--- src/rtl/imusc_pkg.sv ---
package imusc_pkg;

   localparam int AXES      = 3;
   localparam int RAW_W     = 16;
   localparam int CNT_W     = RAW_W + 1;
   localparam int SENS_W    = 23;
   localparam int PROD_W    = CNT_W + SENS_W;
   localparam int REG_W     = 18;
   localparam int OUT_W     = 32;
   localparam int SAT_IN_W  = 80;
   localparam int CSR_IDX_W = 3;
   localparam int REQ_DATA_W = 2 * AXES * RAW_W;
   localparam int RSP_DATA_W = 2 * AXES * OUT_W;

   // Register indexes on the write port.
   localparam logic [CSR_IDX_W-1:0] REG_ACCEL_BIAS_X  = 3'd0;
   localparam logic [CSR_IDX_W-1:0] REG_ACCEL_BIAS_Y  = 3'd1;
   localparam logic [CSR_IDX_W-1:0] REG_ACCEL_BIAS_Z  = 3'd2;
   localparam logic [CSR_IDX_W-1:0] REG_GYRO_OFFSET_X = 3'd3;
   localparam logic [CSR_IDX_W-1:0] REG_GYRO_OFFSET_Z = 3'd4;

   typedef logic signed [REG_W-1:0] reg_type;
   typedef logic signed [OUT_W-1:0] word_type;

   typedef struct packed {
      reg_type accel_bias_x;
      reg_type accel_bias_y;
      reg_type accel_bias_z;
      reg_type gyro_offset_x;
      reg_type gyro_offset_z;
   } cfg_type;

   localparam reg_type RST_ACCEL_BIAS_X  = 18'sd7357;
   localparam reg_type RST_ACCEL_BIAS_Y  = -18'sd7262;
   localparam reg_type RST_ACCEL_BIAS_Z  = 18'sd21686;
   localparam reg_type RST_GYRO_OFFSET_X = 18'sd3277;
   localparam reg_type RST_GYRO_OFFSET_Z = 18'sd1049;

   // Sensitivities with 32 fraction bits: m/s^2 per count and rad/s per count.
   localparam logic signed [SENS_W-1:0] ACCEL_GAIN = 23'sd2569274;
   localparam logic signed [SENS_W-1:0] GYRO_GAIN  = 23'sd1311823;

   // Correction matrix in millionths, row major.
   localparam int MAT_MICRO [9] = '{997626, -4172, 953,
                                    -4172, 991214, -4644,
                                    953, -4644, 991372};

   localparam logic signed [SAT_IN_W-1:0] SAT_HI = 80'sd2147483647;
   localparam logic signed [SAT_IN_W-1:0] SAT_LO = -80'sd2147483648;

   // Matrix coefficient with cfb fraction bits, rounded half away from zero.
   function automatic longint imusc_coef(input int k, input int cfb);
      longint c;
      longint a;
      longint q;
      c = longint'(MAT_MICRO[k]);
      a = (c < 0) ? -c : c;
      q = (a * (longint'(1) << cfb) + 64'sd500000) / 64'sd1000000;
      return (c < 0) ? -q : q;
   endfunction

   function automatic word_type sat_word(input logic signed [SAT_IN_W-1:0] v);
      word_type r;
      if (v > SAT_HI) begin
         r = SAT_HI[OUT_W-1:0];
      end else if (v < SAT_LO) begin
         r = SAT_LO[OUT_W-1:0];
      end else begin
         r = v[OUT_W-1:0];
      end
      return r;
   endfunction

endpackage

--- src/rtl/imusc_scale.sv ---
module imusc_scale import imusc_pkg::*; #(
   parameter int FRAC_BITS = 16,
   parameter int D_W       = 25
) (
   input  logic                          clock,
   input  logic                          reset,
   input  logic                          in_valid,
   output logic                          in_ready,
   input  logic                          in_cal,
   input  logic [AXES-1:0][RAW_W-1:0]    in_accel_raw,
   input  logic [AXES-1:0][RAW_W-1:0]    in_gyro_raw,
   input  cfg_type                       cfg,
   output logic                          out_valid,
   input  logic                          out_ready,
   output logic                          out_cal,
   output logic [AXES-1:0][D_W-1:0]      out_diff,
   output logic [AXES-1:0][OUT_W-1:0]    out_accel,
   output logic [AXES-1:0][OUT_W-1:0]    out_rate
);

   localparam int SH  = 32 - FRAC_BITS;
   localparam int A_W = PROD_W + 1 - SH;
   localparam logic signed [PROD_W:0] HALF = (PROD_W + 1)'(64'sd1) << (SH - 1);

   logic                           va_ff, vb_ff;
   logic                           en_a, en_b;
   logic                           cal_a_ff, cal_b_ff;
   logic signed [CNT_W-1:0]        cnt [2*AXES];
   logic signed [PROD_W-1:0]       prod_in [2*AXES];
   logic signed [PROD_W-1:0]       prod_ff [2*AXES];
   logic signed [PROD_W:0]         rnd [2*AXES];
   logic signed [A_W-1:0]          scaled [2*AXES];
   logic signed [D_W-1:0]          bias [AXES];
   logic signed [D_W-1:0]          rdiff [AXES];
   logic [AXES-1:0][D_W-1:0]       diff_in, diff_ff;
   logic [AXES-1:0][OUT_W-1:0]     accel_in, accel_ff;
   logic [AXES-1:0][OUT_W-1:0]     rate_in, rate_ff;

   assign en_b     = !vb_ff || out_ready;
   assign en_a     = !va_ff || en_b;
   assign in_ready = en_a;

   // Axis remap: board x is minus raw y, board y is raw x.
   always_comb begin
      cnt[0] = -CNT_W'($signed(in_accel_raw[1]));
      cnt[1] = CNT_W'($signed(in_accel_raw[0]));
      cnt[2] = CNT_W'($signed(in_accel_raw[2]));
      cnt[3] = -CNT_W'($signed(in_gyro_raw[1]));
      cnt[4] = CNT_W'($signed(in_gyro_raw[0]));
      cnt[5] = CNT_W'($signed(in_gyro_raw[2]));
      for (int k = 0; k < 2*AXES; k++) begin
         prod_in[k] = PROD_W'(cnt[k]) * PROD_W'((k < AXES) ? ACCEL_GAIN : GYRO_GAIN);
      end
   end

   always_comb begin
      bias[0] = D_W'(cfg.accel_bias_x);
      bias[1] = D_W'(cfg.accel_bias_y);
      bias[2] = D_W'(cfg.accel_bias_z);
      for (int k = 0; k < 2*AXES; k++) begin
         rnd[k]    = (PROD_W + 1)'(prod_ff[k]) + HALF;
         scaled[k] = $signed(rnd[k][PROD_W:SH]);
      end
      for (int i = 0; i < AXES; i++) begin
         diff_in[i]  = D_W'(scaled[i]) - bias[i];
         accel_in[i] = sat_word(SAT_IN_W'(scaled[i]));
      end
      rdiff[0] = D_W'(scaled[3]) - D_W'(cfg.gyro_offset_x);
      rdiff[1] = D_W'(scaled[4]);
      rdiff[2] = D_W'(scaled[5]) - D_W'(cfg.gyro_offset_z);
      for (int i = 0; i < AXES; i++) begin
         rate_in[i] = sat_word(SAT_IN_W'(rdiff[i]));
      end
   end

   always_ff @(posedge clock) begin
      if (reset) begin
         va_ff <= 1'b0;
         vb_ff <= 1'b0;
      end else begin
         if (en_a) begin
            va_ff <= in_valid;
         end
         if (en_b) begin
            vb_ff <= va_ff;
         end
      end
   end

   always_ff @(posedge clock) begin
      if (en_a) begin
         cal_a_ff <= in_cal;
         for (int k = 0; k < 2*AXES; k++) begin
            prod_ff[k] <= prod_in[k];
         end
      end
      if (en_b) begin
         cal_b_ff <= cal_a_ff;
         diff_ff  <= diff_in;
         accel_ff <= accel_in;
         rate_ff  <= rate_in;
      end
   end

   assign out_valid = vb_ff;
   assign out_cal   = cal_b_ff;
   assign out_diff  = diff_ff;
   assign out_accel = accel_ff;
   assign out_rate  = rate_ff;

endmodule

--- config.mk ---
export PLATFORM = sky130hd
export DESIGN_NAME = imusc_scale
export DESIGN_NICKNAME = d
export VERILOG_FILES = /design/src/rtl/imusc_pkg.sv /design/src/rtl/imusc_scale.sv
export SDC_FILE = /design/constraint.sdc
export NUM_CORES = 2
export LEC_CHECK = 0
export ABC_AREA = 1
export BUFFER_PORTS_ARGS = -buffer_cell sky130_fd_sc_hd__buf_2
export CAP_MARGIN = 20
export CORE_MARGIN = 1
export CORE_UTILIZATION = 31
export DETAILED_ROUTE_END_ITERATION = 6
export PLACE_DENSITY = 0.5
export REMOVE_ABC_BUFFERS = 1
export SYNTH_ARGS = -nofsm -noshare
export SYNTH_HDL_FRONTEND = slang
export SYNTH_SLANG_ARGS = --single-unit
--- constraint.sdc ---
create_clock -name clock -period 7.4 [get_ports clock]
set_input_delay 1.11 -clock clock [delete_from_list [all_inputs] [get_ports clock]]
set_output_delay 1.11 -clock clock [all_outputs]
set_load 0.01 [all_outputs]
* Yosys cells after proc, flatten, opt, wreduce, memory -nomap -nowiden *
Memory sizes are Yosys's and may differ from the RTL's.
Cells that the tools add are included.

word-level totals
  ROM bits = 0
  output and inout port bits = 270
  bits in latches = 0
  word-level logic and storage cells = 57
  RAM bits = 240
  memories kept = 1
  bits in registers = 271

cells by class
  reductions and logical operators = 4
  eq/ne operators = 0
  bitwise logic cells = 0
  shift operators = 0
  $lt $le $gt $ge = 12
  multipliers = 6
  $add $sub $neg = 13
  divide/modulo/power cells = 0
  muxes and demuxes = 8

memories
  name     words  width  rd ports  clocked after memory_dff  write ports  RTL line           source
  prod_ff  6      40     6         0                         6            imusc_scale.sv:30  logic signed [PROD_W-1:0] prod_ff [2*AXES];

operators with widths
  operator                                                                            count
  40-bit by 17-bit adder with 41-bit output (second input constant)                   6
  25-bit by 32-bit greater-than comparator with 1-bit output (second input constant)  6
  25-bit by 32-bit < comparator with 1-bit output (second input constant)             6
  32-bit two-way mux                                                                  6
  16-bit by 22-bit multiplier with 38-bit output (second input constant)              4
  25-bit by 18-bit subtractor with 25-bit output                                      5
  17-bit by 22-bit multiplier with 39-bit output (second input constant)              2
  16-bit negator with 17-bit output                                                   2
  1-bit logical NOT                                                                   2
  1-bit logical OR                                                                    2
  1-bit two-way mux                                                                   2

* Logic depth before layout (Yosys ltp) *
  word-level depth = 5
  mapped depth = 36
  depth with buffers taken out = 36

* Worst setup path after synthesis *
OpenSTA, ideal clock, no wires.

  path type = input port to flip-flop
  from = in in_accel_raw[16] in the netlist's numbering
  to = mem prod_ff[0][27] in the netlist's numbering, data pin
  setup time = 0.252 ns
  required time = 7.148 ns
  buffers on the path = 0
  stages = 28
  path slack = 0.523 ns
  arrival time = 6.625 ns
  cell sequence = inv_1 -> ha_1 -> nand2_1 -> nor2_1 -> inv_1 -> nor4_4 -> xor2_1 -> inv_1 -> fa_1 -> inv_1 -> ha_1 -> fa_1 -> inv_1 -> fa_1 -> fa_1 -> fa_1 -> inv_1 -> ha_1 -> nand2_1 -> inv_1 -> a21oi_1 -> inv_1 -> a21oi_1 -> o21ai_0 -> a21oi_1 -> inv_1 -> nand2_1 -> nand2_1

RTL lines
  element             RTL line           source
  start: declaration  imusc_scale.sv:10  input logic [AXES-1:0][RAW_W-1:0] in_accel_raw,
  end: declaration    imusc_scale.sv:30

==> out/summary.txt <==
post-route ant nets: 0
YS warnings: 0
die width: 440 microns
post-CTS resize count: 0
type of the worst setup path: primary input to flip-flop
Pleak: 35.6 nW
I/O pins: 461
number of port buffers: 460
maximum clock skew at final layout: 0.0264 ns
total of hold buffers inserted after clock tree synthesis: 0
worst min-delay path startpoint: cal_a_ff
hold endpoint: out_cal
final standard cell area without fillers: 66,900 sq um
Routed WL per cell: 17.8 microns
total routing usage reported by global routing: 0.189
Post-Synthesis Cell Area: 59,500 sq um
maximum level of the CTS H-tree: 2
Sequential Area: 11,300 sq um
post-synthesis async set-or-reset flop share: 0
Post-synth top flop: edfxtp_1
leading cell types in the layout, fill and taps excluded: 1,689 x inv_1, 1,214 x nand2_1, 1,145 x ha_1
number of buffers on the longest clock path: 3
Period Utilization, post-route: 0.906
vias in the first global route: 49,500
cell chosen for the clock root: clkbuf_16
fill cell total of the finished layout: 20,100
distinct cell type count of the synthesized netlist: 53
number of buffers created by CTS: 49
fin nets: 9,577
Total Wirelength: 183 mm
clock tree from TritonCTS: yes
Core Rows: 160
number of instances in the synthesized netlist: 7,205
drt first-iter violations: 2,447
Crit Reg-Reg Startpoint: prod_ff[0][15]
starting density of the core: 0.312
antenna violations before repair: 13
final hold violation count: 0
number of vias after detailed routing: 47,800
area delta synth->final: 12.4%
Critical Path Fanout Max: 5
required time of the critical path: 7.80 ns
internal reg-to-reg setup slack: 3.46 ns
worst vdd ir: 0.332 mV
crit path launch type: primary input
Avg Vias per Cell: 4.63
DR DRC count: 0
buffers inserted by post-CTS timing repair: 0
post-detailed-placement cell area: 65,200 sq um
status: finished clean
total iterations of the first detailed-routing run: 6
type of the worst min-delay path: flip-flop to flip-flop
Slew Limit Headroom: 0.345
clock network latency to the later pin of the worst-skew pair: 0.66 ns
count of final max-slew check failures: 0
Min-Delay Path Depth: 0
Sink Count: 378
Core Footprint: 190,000 sq um
count of cells along the worst register-to-register path: 18
area occupied by multi-input gates: 41,500 sq um
final period demand of the worst path: 6.70 ns
Highest Clock Rate: 0.149 GHz
measured slew at the worst slew-check pin: 0.982 ns
grt ovf: 0
vertical die dimension: 440 microns
last weighted congestion value of the routability-driven placer: 0.923
max capacitance violation total: 0
critical path data arrival time: 7.10 ns
maximum number of pins on one net before global-route repair: 141
RSZ-0062 raised after global routing: no
Critical Path Sink Type: flip-flop
leading cell type in the layout, fill and taps excluded: inv_1
EDFF count, synth: 376
CTS clock-pin slew for the worst setup and hold paths: 0.06 ns
#FFs+latches synth: 378
total power density per cell area: 493 nW/um^2
first-pass GRT wire length: 284 mm
final count of negative-setup-slack endpoints: 0
Die Footprint: 194,000 sq um
Reg2Reg Capture Point: out_diff[23]
fraction of final layout cells with drive strength greater than 1: 0.0898
HPWL after DPL: 163 mm
Setup Total Neg Slack: 0 ns
sequential fraction of the synthesis area: 0.191
synthesized area divided by synthesized cell count: 8.25 sq um
-- registers in the layout (all words and copies together), names as in the netlist --
register	flops
prod_ff	143
out_accel	78
out_rate	78
out_diff	75
cal_a_ff	1
out_cal	1
out_valid	1
va_ff	1
-- kinds of logic after synthesis --
| logic type | after synthesis | synth area share |
|---|---|---|
| AO/OA/AOI/OAI | 795 | 0.0751 |
| buffers and inverters | 1733 | 0.112 |
| XOR/XNOR | 339 | 0.0499 |
| flip-flops | 378 | 0.191 |
| AND/OR/NAND/NOR | 2327 | 0.168 |
| adder cells (fa/ha/maj) | 1633 | 0.405 |
-- critical path: stages --
cell,delay (ns)
buf_2,0.11
inv_1,0.09
ha_1,0.19
nand2_1,0.06
nor2_1,0.15
inv_1,0.11
nor4_4,0.13
buf_4,0.20
nand2_1,0.07
xor2_1,0.17
fa_1,0.51
inv_1,0.05
ha_1,0.29
inv_1,0.06
fa_1,0.54
inv_1,0.07
fa_1,0.53
inv_1,0.06
fa_1,0.50
fa_1,0.54
inv_1,0.04
ha_1,0.34
nand2_1,0.12
o21ai_0,0.43
a21oi_1,0.16
or2_2,0.31
nand4_1,0.08
nand2_1,0.05
-- per-stage QoR --
stage          worst slack [ns]   util  hold WS (ns)  instances  total power, mW
2_1_floorplan             0.523      -         0.400       7163             21.7
3_3_place_gp             0.0795  0.343         0.404      10200             30.6
3_5_place_dp             0.0314  0.343         0.408      10200             30.6
4_1_cts                   0.754  0.351         0.424      10300             33.3
5_1_grt                   0.283  0.351         0.429      10300             36.6
6_report                  0.698  0.351         0.427      10300             32.9
-- where the power goes --
group	switching [mW]	internal [mW]	total, mW
Sequential	0.809	4.44	5.25
Clock	1.07	1.38	2.45
Combinational	16.3	8.95	25.2
Total	18.2	14.8	32.9
-- per-layer routing --
| layer | wire, microns | vias to the layer above | track usage |
|---|---|---|---|
| met4 | 3780 | 8 | 0.0400 |
| li1 | - | 24200 | - |
| met3 | 4320 | 156 | 0.0135 |
| met5 | 39 | - | 0 |
| met2 | 89300 | 699 | 0.334 |
| met1 | 85600 | 22700 | 0.251 |
-- cell type report --
class	count	share of cell area
flip-flops and latches	378	0.169
multi-input cells	5094	0.621
clock buffers	54	0.0186
well taps	2511	0.0470
inverters	1691	0.0949
repair buffers	539	0.0435
clock inverters	36	0.00533
diodes	4	0.000150
-- cells in the mapped netlist, types with 3 or more instances --
cell      instances  area share
inv_1          1689        0.11
nand2_1        1215       0.077
ha_1           1145        0.24
nor2_1          526       0.033
fa_1            488        0.16
a21oi_1         388       0.033
edfxtp_1        376        0.19
nand3_1         277       0.023
xor2_1          264       0.039
o21ai_0         194       0.016
nor3_1          115      0.0097
o21bai_1         86       0.011
nand4_1          75      0.0079
xnor2_1          75       0.011
a21o_1           41      0.0052
buf_4            36      0.0045
a31oi_1          27      0.0028
or2_2            20      0.0021
o211ai_1         18      0.0023
nor2_2           17      0.0018
nor4_1           13      0.0014
a21boi_0         12      0.0015
nor3_2           12      0.0020
o21a_1           11      0.0014
nor2_4            8      0.0015
nand3_2           7      0.0012
nand3b_1          7     0.00088
a211oi_1          6     0.00076
and2_1            6     0.00063
and3_1            5     0.00053
nand2_2           5     0.00053
clkbuf_1          4     0.00025
nor3_4            4      0.0011
o21ai_1           4     0.00034
nor3b_1           3     0.00038
nor4_4            3      0.0011
-- worst max path at each step --
stage                                start              to
after floorplan           in_accel_raw[16]  prod_ff[0][27]
after global placement    in_accel_raw[21]  prod_ff[0][36]
after global routing      in_accel_raw[17]  prod_ff[0][37]
after detailed placement  in_accel_raw[21]  prod_ff[0][36]
final                     in_accel_raw[17]  prod_ff[0][30]
after CTS                 in_accel_raw[16]  prod_ff[0][35]
Note: power is estimated with default switching activity, not from simulation.
