`src/rtl/imusc_pkg.sv`:
```
package imusc_pkg;

   localparam int AXES      = 3;
   localparam int RAW_W     = 16;
   localparam int CNT_W     = RAW_W + 1;
   localparam int SENS_W    = 23;
   localparam int PROD_W    = CNT_W + SENS_W;
   localparam int REG_W     = 18;
   localparam int OUT_W     = 32;
   localparam int SAT_IN_W  = 80;
   localparam int CSR_IDX_W = 3;
   localparam int REQ_DATA_W = 2 * AXES * RAW_W;
   localparam int RSP_DATA_W = 2 * AXES * OUT_W;

   // Register indexes on the write port.
   localparam logic [CSR_IDX_W-1:0] REG_ACCEL_BIAS_X  = 3'd0;
   localparam logic [CSR_IDX_W-1:0] REG_ACCEL_BIAS_Y  = 3'd1;
   localparam logic [CSR_IDX_W-1:0] REG_ACCEL_BIAS_Z  = 3'd2;
   localparam logic [CSR_IDX_W-1:0] REG_GYRO_OFFSET_X = 3'd3;
   localparam logic [CSR_IDX_W-1:0] REG_GYRO_OFFSET_Z = 3'd4;

   typedef logic signed [REG_W-1:0] reg_type;
   typedef logic signed [OUT_W-1:0] word_type;

   typedef struct packed {
      reg_type accel_bias_x;
      reg_type accel_bias_y;
      reg_type accel_bias_z;
      reg_type gyro_offset_x;
      reg_type gyro_offset_z;
   } cfg_type;

   localparam reg_type RST_ACCEL_BIAS_X  = 18'sd7357;
   localparam reg_type RST_ACCEL_BIAS_Y  = -18'sd7262;
   localparam reg_type RST_ACCEL_BIAS_Z  = 18'sd21686;
   localparam reg_type RST_GYRO_OFFSET_X = 18'sd3277;
   localparam reg_type RST_GYRO_OFFSET_Z = 18'sd1049;

   // Sensitivities with 32 fraction bits: m/s^2 per count and rad/s per count.
   localparam logic signed [SENS_W-1:0] ACCEL_GAIN = 23'sd2569274;
   localparam logic signed [SENS_W-1:0] GYRO_GAIN  = 23'sd1311823;

   // Correction matrix in millionths, row major.
   localparam int MAT_MICRO [9] = '{997626, -4172, 953,
                                    -4172, 991214, -4644,
                                    953, -4644, 991372};

   localparam logic signed [SAT_IN_W-1:0] SAT_HI = 80'sd2147483647;
   localparam logic signed [SAT_IN_W-1:0] SAT_LO = -80'sd2147483648;

   // Matrix coefficient with cfb fraction bits, rounded half away from zero.
   function automatic longint imusc_coef(input int k, input int cfb);
      longint c;
      longint a;
      longint q;
      c = longint'(MAT_MICRO[k]);
      a = (c < 0) ? -c : c;
      q = (a * (longint'(1) << cfb) + 64'sd500000) / 64'sd1000000;
      return (c < 0) ? -q : q;
   endfunction

   function automatic word_type sat_word(input logic signed [SAT_IN_W-1:0] v);
      word_type r;
      if (v > SAT_HI) begin
         r = SAT_HI[OUT_W-1:0];
      end else if (v < SAT_LO) begin
         r = SAT_LO[OUT_W-1:0];
      end else begin
         r = v[OUT_W-1:0];
      end
      return r;
   endfunction

endpackage

```
`src/rtl/imusc_output.sv`:
```
module imusc_output import imusc_pkg::*; #(
   parameter int COEF_FRAC_BITS = 20,
   parameter int S_W            = 49
) (
   input  logic                          clock,
   input  logic                          reset,
   input  logic                          in_valid,
   output logic                          in_ready,
   input  logic                          in_cal,
   input  logic [AXES-1:0][S_W-1:0]      in_sum,
   input  logic [AXES-1:0][OUT_W-1:0]    in_accel,
   input  logic [AXES-1:0][OUT_W-1:0]    in_rate,
   output logic                          out_valid,
   input  logic                          out_ready,
   output logic [RSP_DATA_W-1:0]         out_data
);

   localparam int M_W = S_W + 1 - COEF_FRAC_BITS;
   localparam logic signed [S_W:0] HALF = (S_W + 1)'(64'sd1) << (COEF_FRAC_BITS - 1);

   logic                          ve_ff;
   logic                          en_e;
   logic signed [S_W:0]           rnd [AXES];
   logic signed [M_W-1:0]         shifted [AXES];
   logic [2*AXES-1:0][OUT_W-1:0]  data_in, data_ff;

   assign en_e     = !ve_ff || out_ready;
   assign in_ready = en_e;

   always_comb begin
      for (int i = 0; i < AXES; i++) begin
         rnd[i]     = (S_W + 1)'($signed(in_sum[i])) + HALF;
         shifted[i] = $signed(rnd[i][S_W:COEF_FRAC_BITS]);
         data_in[i] = in_cal ? sat_word(SAT_IN_W'(shifted[i])) : in_accel[i];
         data_in[AXES + i] = in_rate[i];
      end
   end

   always_ff @(posedge clock) begin
      if (reset) begin
         ve_ff <= 1'b0;
      end else if (en_e) begin
         ve_ff <= in_valid;
      end
   end

   always_ff @(posedge clock) begin
      if (en_e) begin
         data_ff <= data_in;
      end
   end

   assign out_valid = ve_ff;
   assign out_data  = data_ff;

endmodule

```
`config.mk`:
```
export PLATFORM = sky130hd
export DESIGN_NAME = imusc_output
export DESIGN_NICKNAME = d
export VERILOG_FILES = /design/src/rtl/imusc_pkg.sv /design/src/rtl/imusc_output.sv
export SDC_FILE = /design/constraint.sdc
export NUM_CORES = 1
export LEC_CHECK = 0
export BUFFER_PORTS_ARGS = -buffer_cell sky130_fd_sc_hd__buf_2
export CAP_MARGIN = 0
export CORE_AREA = 5 5 209 211
export DETAILED_ROUTE_END_ITERATION = 6
export DIE_AREA = 0 0 214 216
export PLACE_DENSITY_LB_ADDON = 0.2
export SLEW_MARGIN = 20
export SYNTH_ARGS = -nofsm -noshare
export SYNTH_HDL_FRONTEND = slang
export SYNTH_SLANG_ARGS = --single-unit
export TNS_END_PERCENT = 30
```
`constraint.sdc`:
```
create_clock -name clock -period 12.77 [get_ports clock]
set_clock_uncertainty 0.15 [all_clocks]
set_input_delay 3.831 -clock clock [delete_from_list [all_inputs] [get_ports clock]]
set_output_delay 3.831 -clock clock [all_outputs]
set_load 0.02 [all_outputs]
```
# --- Word-level counts from Yosys, hierarchy flattened ---
# Index checks and enable logic that the tools add are counted.
totals:
  in_bits: 344
  regBits: 193
  word_cells: 27
  out_inout_bits: 194
classes:
  n_addsub: 3
  magnitude_cmp: 6
  reduce_logical: 2
  n_mux: 9
ops:
  columns: ["op", "n"]
  rows:
  - ["32-bit 2-to-1 mux", 9]
  - ["49-bit by 21-bit adder with 50-bit output, second input constant", 3]
  - ["30-bit by 32-bit > comparator with 1-bit output, second input constant", 3]
  - ["30-bit by 32-bit less-than comparator with 1-bit output, second input constant", 3]
  - ["1-bit zero test", 1]
  - ["1-bit logical OR", 1]

# --- Longest topological paths before layout ---
# Gate-level depths: netlist (run 1).
depth:
  depth_word: 5
  depth_mapped: 7
  mapped_depth_nobuf: 5

# --- Worst setup path after synthesis (run 1) ---
# No wires, ideal clock.
synth_timing:
  path_type: "in2out"
  start: "input out_ready"
  end: "output in_ready"
  stages: 1
  n_path_buf: 0
  setup_slack_ns: 0.193
  arrival_ns: 8.596
  required_time_ns: 8.789
  path_cell_list: "nand2b_1"
synth_between:
  elab_chain_cells: 1
synth_rtl:
  columns: ["element", "line_no", "source"]
  rows:
  - ["start: declaration", "imusc_output.sv:14", "input logic out_ready,"]
  - ["1-bit logical OR", "imusc_output.sv:27", "assign en_e = !ve_ff || out_ready;"]
  - ["end: declaration", "imusc_output.sv:8", "output logic in_ready,"]
# No other way between the ends.

# --- Worst setup path after layout (run 1) ---
# Ends and elaborated chain as after synthesis.

==> results of run 1 <==
-- cells by family (layout without fill, tap and decap cells) --
| kind of cell | after synthesis | in the layout | share of synthesized area (%) |
|---|---|---|---|
| adders and majority gates | 3 | 3 | 0.434 |
| and+or+nand+nor | 257 | 257 | 15.7 |
| other | 0 | 3 | 0 |
| DFF | 193 | 193 | 66.9 |
| buffers and inverters | 56 | 533 | 2.52 |
| AOI/OAI and AO/OA | 140 | 140 | 10.0 |
| muxes | 3 | 3 | 0.391 |
| xor gates and xnor gates | 39 | 39 | 3.95 |
-- metal layers --
metal / GRT usage, % / vias up / share of wire [%]
li1: - / 3646 / -
met1: 16.1 / 3659 / 39
met2: 25.3 / 315 / 50
met3: 6.57 / 33 / 8.8
met4: 4.27 / 10 / 1.3
met5: 0 / - / 0.18
-- worst max path at each step --
| stage | endpoint |
|---|---|
| floorplan | in_ready |
| global placement | in_ready |
| detailed placement | in_ready |
| CTS | in_ready |
| global route | in_ready |
| finish | in_ready |
-- synth_stat cells --
library cell	instances	share of area (%)
o2bb2ai_1	6	0.61
mux2_2	3	0.39
o41ai_1	1	0.10
o31ai_1	34	3.0
nor4_1	5	0.36
or4_1	35	3.0
a21oi_1	40	2.3
xnor2_1	22	2.2
nand3_1	28	1.6
or2_2	1	0.072
inv_1	17	0.74
and4_1	7	0.71
nand4_1	26	1.9
xor2_1	17	1.7
buf_1	2	0.087
or4b_1	3	0.35
and3_1	13	0.94
nor2_1	89	3.9
edfxtp_1	192	67
clkbuf_1	33	1.4
a31oi_1	45	3.3
ha_1	3	0.43
nor3_1	5	0.29
buf_4	1	0.087
dfxtp_1	1	0.23
or3_1	14	1.0
nand2b_1	1	0.072
buf_2	3	0.17
nand2_1	25	1.1
o21ai_0	14	0.81
and2_1	4	0.29
nand4_2	1	0.14
-- registers in the layout, indices dropped and copies added (netlist names) --
signal and cells:
out_valid 1, out_data 192
-- power groups by stage --
stage | registers, mW | logic (mW) | clock network (mW)
floorplan | 0.854 | 0.0536 | 0
detailed placement | 0.782 | 0.252 | 0
global placement | 0.781 | 0.251 | 0
finish | 0.767 | 0.247 | 0.532
CTS | 0.768 | 0.253 | 0.564
global route | 0.772 | 0.268 | 0.587
-- area by class of cell --
class	instances	area, sq um	area share (%)
multi-input combinational	442	2650	21.7
sequential	193	5790	47.5
clock inverter	15	144	1.18
clock buffer	17	425	3.49
tap	539	674	5.53
timing repair buffer	484	2440	20.0
inverter	17	63.8	0.524
antenna	3	7.51	0.0616
-- worst max-delay path, delay by kind of cell --
family	cells	cell delay [ns]
buffers and inverters	3	1.11
and+or+nand+nor	1	0.10
-- through the flow --
step           total power, mW  hold WS (ns)
2_1_floorplan            0.908          3.75
3_3_place_gp              1.03         0.990
3_5_place_dp              1.03          1.01
4_1_cts                   1.58          1.03
5_1_grt                   1.63          1.06
6_report                  1.55         0.984
-- cell usage in the layout (no fill, tap or decap) --
cell	Yosys	layout
a21oi_1	40	40
a31oi_1	45	45
and2_1	4	4
and3_1	13	13
and4_1	7	7
buf_2	3	479
buf_4	1	4
buf_6	0	1
clkbuf_16	0	17
clkinv_1	0	1
clkinv_2	0	1
clkinv_4	0	1
clkinv_8	0	2
clkinvlp_4	0	3
dfxtp_1	1	1
diode_2	0	3
edfxtp_1	192	192
ha_1	3	3
inv_1	17	17
inv_6	0	3
inv_8	0	4
mux2_2	3	3
nand2_1	25	25
nand2b_4	0	1
nand3_1	28	28
nand4_1	26	26
nand4_2	1	1
nor2_1	89	89
nor3_1	5	5
nor4_1	5	5
o21ai_0	14	14
o2bb2ai_1	6	6
o31ai_1	34	34
o41ai_1	1	1
or2_2	1	1
or3_1	14	14
or4_1	35	35
or4b_1	3	3
xnor2_1	22	22
xor2_1	17	17
==> summary.txt, run 1 <==
Worst setup path
  – Reg2reg path depth: 3
  – Worst r2r dst: out_data[71]
  – Most frequent CP cell: buf_2
  – Worst Setup SP: out_ready
  – CP Capture Type: output port
  – Crit-path slowest cell: buf_4
  – R2R Setup Slk: 10.15 ns
  – Worst path max stage delay: 0.73 ns
  – Critical path, cell by cell: buf_2, nand2b_4, buf_4, buf_2
  – Setup Crit Path Kind: in -> out
  – WP data arrival: 5.10 ns
  – Data required, critical path: 8.79 ns
  – CP Launch Type: primary input
  – Critical R2R Launch: out_valid
  – Crit path max fanout: 71

Worst hold path
  – Hold path cells: 2
  – Hold Path Class: reg -> reg
  – Min-delay src: out_valid
  – Worst Hold End: out_data[145]

Routing
  – DRT iter0 DRCs: 406
  – Via count: 7663
  – Vias per cell: 4.48
  – ANT nets after route: 0
  – Drt total wl: 34300 microns
  – DRC Markers: 0
  – Wire per inst: 20.1 microns
  – Drt first pass iters: 4

Finish
  – Synth-to-layout area growth: 41.0%
  – Non-Filler Instances: 1710
  – Post-route cell area: 12200 sq um
  – Post-layout util: 29.3%
  – Final net count: 1502
  – Filler Cell Count: 4386
  – Fraction of layout cells with a size suffix above 1: 44.6%

Timing
  – Final setup TNS: 0 ns
  – Slew Viols, Final: 0
  – Fin. Hold Viols: 0
  – Tmin final: 9.08 ns
  – RSZ-0062 raised after global routing: false
  – Crit share post-route: 71.1%
  – Final setup fails: 0
  – Fin worst setup slack: 3.69 ns
  – Worst-margin pin slew: 0.966 ns
  – Rel. slew slack: 35.6%
  – Max Freq: 110 MHz

Pwr
  – Cell Pwr Density: 127 nW/um^2
  – Leak pwr: 4.92 nW
  – Combinational Power Share: 16.0%
  – Worst IR Drop VDD: 0.0000800 V
  – Clock power share: 34.4%
  – Switching share of power: 28.9%
  – Net load switching power: 0.447 mW
  – Power Internal: 1.10 mW
  – Flop pwr share: 49.6%

Floorplanning
  – Die ar.: 46200 sq um
  – Initial Utilization: 20.8%
  – Die Span X: 214 microns
  – Core area: 41600 sq um
  – # IOs: 538
  – Row Count: 75
  – Die H: 216 microns

Job
  – Max_cap viols: 0

Global routing
  – Vias in the first global route: 7638
  – Pin count of the biggest net entering global routing: 105
  – First-pass GRT wire length: 50100 microns
  – GR Overflow Total: 0
  – Initial antenna violation count: 11
  – Global-route usage over all layers: 14.6%

Run status
  – Status: completed

Synth
  – Syn_area_per_cell: 12.5 sq um
  – Register area share after synthesis: 66.9%
  – FF+latch count, synth: 193
  – Number of library cell types mapped by synthesis: 32
  – Post-Synthesis Cells: 691
  – Post-Syn Area: 8640 sq um
  – Mapped Nets: 1038
  – Warnings, synthesis: 0

Clock network
  – CTS buffer count: 17
  – CTS tree: done
  – Clock transition at path regs: 0.08 ns
  – Clock sink count: 193
  – Post-CTS Setup Inserts: 0
  – Clk buf depth: 2
  – H-tree levels: 4
  – Clk Latency, worst-skew pair: 0.47 ns
  – Resize count post-CTS: 0
  – Root buf cell: clkbuf_16
  – Count of hold-fix buffers inserted at cts: 0

Placed design
  – Port Buffers: 480
  – DP Area: 11600 sq um
  – DPL Wire Length: 27100 microns
  – Placed cell count: 1675
  – Gpl congestion: 0.824
  – Post-Place Setup Slack: 3.66 ns
Power figures use the tool's default switching activity.
==> run 2, diff against run 1 <==
==> constraint.sdc (replaced) <==
create_clock -name clock -period 8.8 [get_ports clock]
set_clock_uncertainty 0.15 [all_clocks]
set_input_delay 2.64 -clock clock [delete_from_list [all_inputs] [get_ports clock]]
set_output_delay 2.64 -clock clock [all_outputs]
set_load 0.02 [all_outputs]
==> run 2 against run 1 <==
  * Clock-buffer cell count rose by 1
  * Critical endpoint unchanged
  * Critical path type unchanged
  * Hold slack worse by 0.069 ns
  * Cell count did not move
==> summary.txt, run 2 (synthesis results as in run 1) <==
Worst setup path
  – Crit-path slowest cell: buf_2
  – Worst path max stage delay: 0.19 ns
  – WP data arrival: 3.06 ns
  – CP Capture Type: output port
  – Crit path max fanout: 2
  – Most frequent CP cell: buf_2
  – Setup Crit Path Kind: in -> out
  – Data required, critical path: 6.01 ns
  – Critical path, cell by cell: buf_2, nand2b_4, buf_2
  – CP Launch Type: primary input

Routing
  – Drt first pass iters: 4
  – Via count: 7588
  – ANT nets after route: 0
  – DRC Markers: 0
  – Vias per cell: 4.44
  – DRT iter0 DRCs: 536
  – Drt total wl: 34100 microns
  – Wire per inst: 19.9 microns

Finish
  – Multi-input combinational cell area: 2650 sq um
  – Largest register FFs: 192
  – Synth-to-layout area growth: 41.4%
  – Commonest non-fill, non-tap cell in the layout: buf_2
  – Storage cell area: 5790 sq um
  – Commonest non-fill, non-tap cells in the layout: buf_2, edfxtp_1, nor2_1
  – Fraction of layout cells with a size suffix above 1: 44.6%
  – Filler Cell Count: 4441
  – Final net count: 1503

Clock network
  – Count of hold-fix buffers inserted at cts: 0
  – Clock sink count: 193
  – Clk buf depth: 2
  – CTS tree: done
  – Root buf cell: clkbuf_16
  – H-tree levels: 4
  – Resize count post-CTS: 0
  – CTS buffer count: 17
  – Clock transition at path regs: 0.08 ns
  – Post-CTS Setup Inserts: 0
  – Clk Latency, worst-skew pair: 0.48 ns

Timing
  – Fin. Hold Viols: 0
  – Worst-margin pin slew: 1.03 ns
  – RSZ-0062 raised after global routing: false
  – Crit share post-route: 66.5%
  – Final setup fails: 0
  – Max Freq: 171 MHz
  – Tmin final: 5.85 ns
  – Final setup TNS: 0 ns
  – Slew Viols, Final: 0
  – Rel. slew slack: 31.4%

Floorplanning
  – Initial Utilization: 20.8%
  – Core area: 41600 sq um
  – Die H: 216 microns
  – Die Span X: 214 microns
  – Row Count: 75
  – # IOs: 538
  – Die ar.: 46200 sq um

Worst hold path
  – Hold Path Class: reg -> reg

Pwr
  – Tot Pwr: 2.30 mW
  – Cell Pwr Density: 188 nW/um^2
  – Leak pwr: 4.94 nW
  – Worst IR Drop VDD: 0.000133 V

Placed design
  – Gpl congestion: 0.787
  – Port Buffers: 480
  – DPL Wire Length: 27000 microns

Global routing
  – Pin count of the biggest net entering global routing: 88
  – Vias in the first global route: 7694
  – Global-route usage over all layers: 14.5%
  – Grt met3 use: 7.24%
  – Initial antenna violation count: 12
  – GR Util met2: 25.1%
  – Met1 usage: 15.5%
  – First-pass GRT wire length: 49700 microns
  – GR Overflow Total: 0
  – Most Crowded Layer GR: met2

Run status
  – Status: completed

Job
  – Max_cap viols: 0
-- run 2: final timing paths --
| kind | startpoint | endpoint | slack [ns] | cells past startpoint |
|---|---|---|---|---|
| setup / recovery | out_ready | in_ready | 2.95 | 3 |
| hold / removal | out_valid | out_data[163] | 0.92 | 2 |
| setup reg to reg | out_valid | out_data[29] | 6.27 | 3 |
| hold reg to reg | out_valid | out_data[163] | 0.92 | 2 |
-- run 2: worst max-delay path: cells and delay by family --
kind / cells / cell delay, ns
buffers and inverters: 2 / 0.28
and+or+nand+nor: 1 / 0.13
-- run 2: area by class of cell --
type	instances	area share (%)
sequential	193	47.3
multi-input combinational	442	21.7
timing repair buffer	485	20.0
tap	539	5.52
clock buffer	18	3.51
clock inverter	14	1.39
inverter	17	0.522
antenna	2	0.0409
-- run 2: metrics by stage --
stage                     instances  util [%]  hold slack (ns)  setup WS, ns  cell area [sq um]
final                          1710      29.4            0.915          2.95              12200
after CTS                      1708      29.4            0.945          2.92              12200
after floorplan                 691         -             2.56         0.852               8650
after global placement         1676      27.9            0.922          2.92              11600
after global routing           1709      29.4             1.00          2.92              12200
after detailed placement       1676      27.9            0.925          2.92              11600
-- run 2: layer usage --
layer  share of wire [%]  up-vias
met3                 9.0       51
met5                0.41        -
met2                  50      299
met1                  39     3589
met4                 2.0       18
li1                    -     3631
-- run 2: power by group --
group          internal (mW)  switching (mW)  total, mW  leakage, nW
sequential              1.09          0.0181       1.11         1.98
clock                  0.429           0.399      0.828        0.292
combinational          0.125           0.231      0.356         2.67
==> run 3, diff against run 2 <==
==> constraint.sdc (replaced) <==
create_clock -name clock -period 5.97 [get_ports clock]
set_clock_uncertainty 0.15 [all_clocks]
set_input_delay 1.791 -clock clock [delete_from_list [all_inputs] [get_ports clock]]
set_output_delay 1.791 -clock clock [all_outputs]
set_load 0.02 [all_outputs]
==> run 3 against run 2 <==
  * Cell count increased by 0.58%
  * Cell area increased by 0.29%
  * Routed wire length shrank 0.10%
  * Die area did not move
  * Non-clock buffer count grew 4
  * Critical path depth unchanged
  * Global-route usage about the same
  * Total power increased by 46%
  * Utilization grew 0.084 points
  * Setup slack worse by 1.6 ns
  * Sequential cell count is the same
  * Hold slack worse by 0.10 ns
  * Largest cell class unchanged
  * Highest routed layer unchanged
==> summary.txt, run 3 (synthesis results as in run 1) <==
Routing
  – Drt first pass iters: 4
  – Vias per cell: 4.45
  – Drt total wl: 34100 microns
  – Wire per inst: 19.8 microns
  – DRC Markers: 0
  – ANT nets after route: 0
  – DRT iter0 DRCs: 508
  – Via count: 7662

Clock network
  – H-tree levels: 4
  – Count of hold-fix buffers inserted at cts: 0
  – CTS buffer count: 17
  – Clk buf depth: 2
  – Clk Latency, worst-skew pair: 0.48 ns
  – Root buf cell: clkbuf_16
  – Clock transition at path regs: 0.08 ns
  – Post-CTS Setup Inserts: 0
  – Resize count post-CTS: 0
  – CTS tree: done
  – Clock sink count: 193

Run status
  – Status: completed

Worst setup path
  – R2R Setup Slk: 3.49 ns
  – Data required, critical path: 4.03 ns
  – Worst path max stage delay: 0.48 ns
  – Worst Setup SP: out_ready
  – Setup Crit Path Kind: in -> out
  – Worst r2r dst: out_data[1]
  – Crit path max fanout: 33
  – Reg2reg path depth: 3
  – Most frequent CP cell: buf_2
  – Crit-path slowest cell: nand2b_4
  – Critical R2R Launch: out_valid
  – CP Buf/Inv Count: 2
  – Critical path, cell by cell: buf_2, nand2b_4, buf_2
  – Crit-path leading delay family: simple AND/OR/NAND/NOR gates
  – CP Launch Type: primary input
  – WP data arrival: 2.66 ns
  – CP Capture Type: output port

Job
  – Max_cap viols: 0

Global routing
  – First-pass GRT wire length: 49600 microns
  – Vias in the first global route: 7576
  – Global-route usage over all layers: 14.5%
  – GR Overflow Total: 0
  – Initial antenna violation count: 14
  – Pin count of the biggest net entering global routing: 114

Finish
  – Non-Filler Instances: 1720
  – Storage cell area: 5790 sq um
  – Fraction of layout cells with a size suffix above 1: 44.8%
  – Commonest non-fill, non-tap cell in the layout: buf_2
  – Synth-to-layout area growth: 41.8%
  – Filler Cell Count: 4410
  – Commonest non-fill, non-tap cells in the layout: buf_2, edfxtp_1, nor2_1
  – Final net count: 1507
  – Multi-input combinational cell area: 2650 sq um
  – Largest register FFs: 192

Floorplanning
  – # IOs: 538
  – Row Count: 75
  – Die Span X: 214 microns
  – Initial Utilization: 20.8%
  – Die ar.: 46200 sq um
  – Core area: 41600 sq um
  – Die H: 216 microns

Timing
  – Worst-margin pin slew: 0.895 ns
  – Max Freq: 217 MHz
  – Final setup TNS: 0 ns
  – Rel. slew slack: 40.3%
  – Hold slack: 0.814 ns
  – RSZ-0062 raised after global routing: false
  – Crit share post-route: 77.1%
  – Final setup fails: 0
  – Fin. Hold Viols: 0
  – Tmin final: 4.60 ns
  – Slew Viols, Final: 0

Worst hold path
  – Hold Path Class: reg -> reg
  – Hold path cells: 2
  – Worst Hold End: out_valid
  – Min-delay src: out_valid

Placed design
  – Port Buffers: 480
  – DPL Wire Length: 27000 microns
  – Placed cell count: 1680
  – Gpl congestion: 0.788

Pwr
  – Worst IR Drop VDD: 0.000183 V
  – Cell Pwr Density: 273 nW/um^2
  – Leak pwr: 4.96 nW
## run 3: worst reg2reg max path, cell delays in order (launching register included)
cell and delay (ns):
dfxtp_1 0.34, nand2b_4 0.45, buf_4 0.54, buf_4 0.58
## run 3: area by class of cell
| type | count | area share, % |
|---|---|---|
| sequential | 193 | 47.2 |
| multi-input combinational | 442 | 21.6 |
| timing repair buffer | 489 | 20.2 |
| tap | 539 | 5.50 |
| clock buffer | 17 | 3.47 |
| clock inverter | 15 | 1.34 |
| inverter | 17 | 0.521 |
| antenna | 8 | 0.163 |
## run 3: how the worst max path moves through the flow
stage | to | cells after the start
global placement | out_data[62] | 5
global route | in_ready | 3
CTS | in_ready | 3
detailed placement | out_data[62] | 5
floorplan | in_ready | 1
finish | in_ready | 3
## run 3: where the power goes
group | internal [mW] | leakage (nW) | switching, mW
Clock | 0.594 | 0.290 | 0.590
Sequential | 1.61 | 1.98 | 0.0245
Combinational | 0.186 | 2.69 | 0.342
Total | 2.39 | 4.96 | 0.957
## run 3: through the flow
| stage | util, % | instance area [sq um] | setup WS (ns) | power [mW] |
|---|---|---|---|---|
| after detailed placement | 28.0 | 11600 | 1.25 | 2.21 |
| after CTS | 29.4 | 12200 | 1.34 | 3.43 |
| final | 29.5 | 12300 | 1.37 | 3.35 |
| after global routing | 29.5 | 12200 | 1.32 | 3.52 |
| after global placement | 28.0 | 11600 | 1.32 | 2.20 |
| after floorplan | - | 8650 | 0.825 | 1.93 |
## run 3: routing by layer
metal	share of wire [%]	global-route usage (%)	vias to the layer above	wire length, microns
li1	-	-	3661	-
met1	40	16.1	3641	13500
met2	49	24.3	303	16800
met3	8.9	6.59	43	3020
met4	2.0	5.82	14	672
met5	0.27	0	-	92
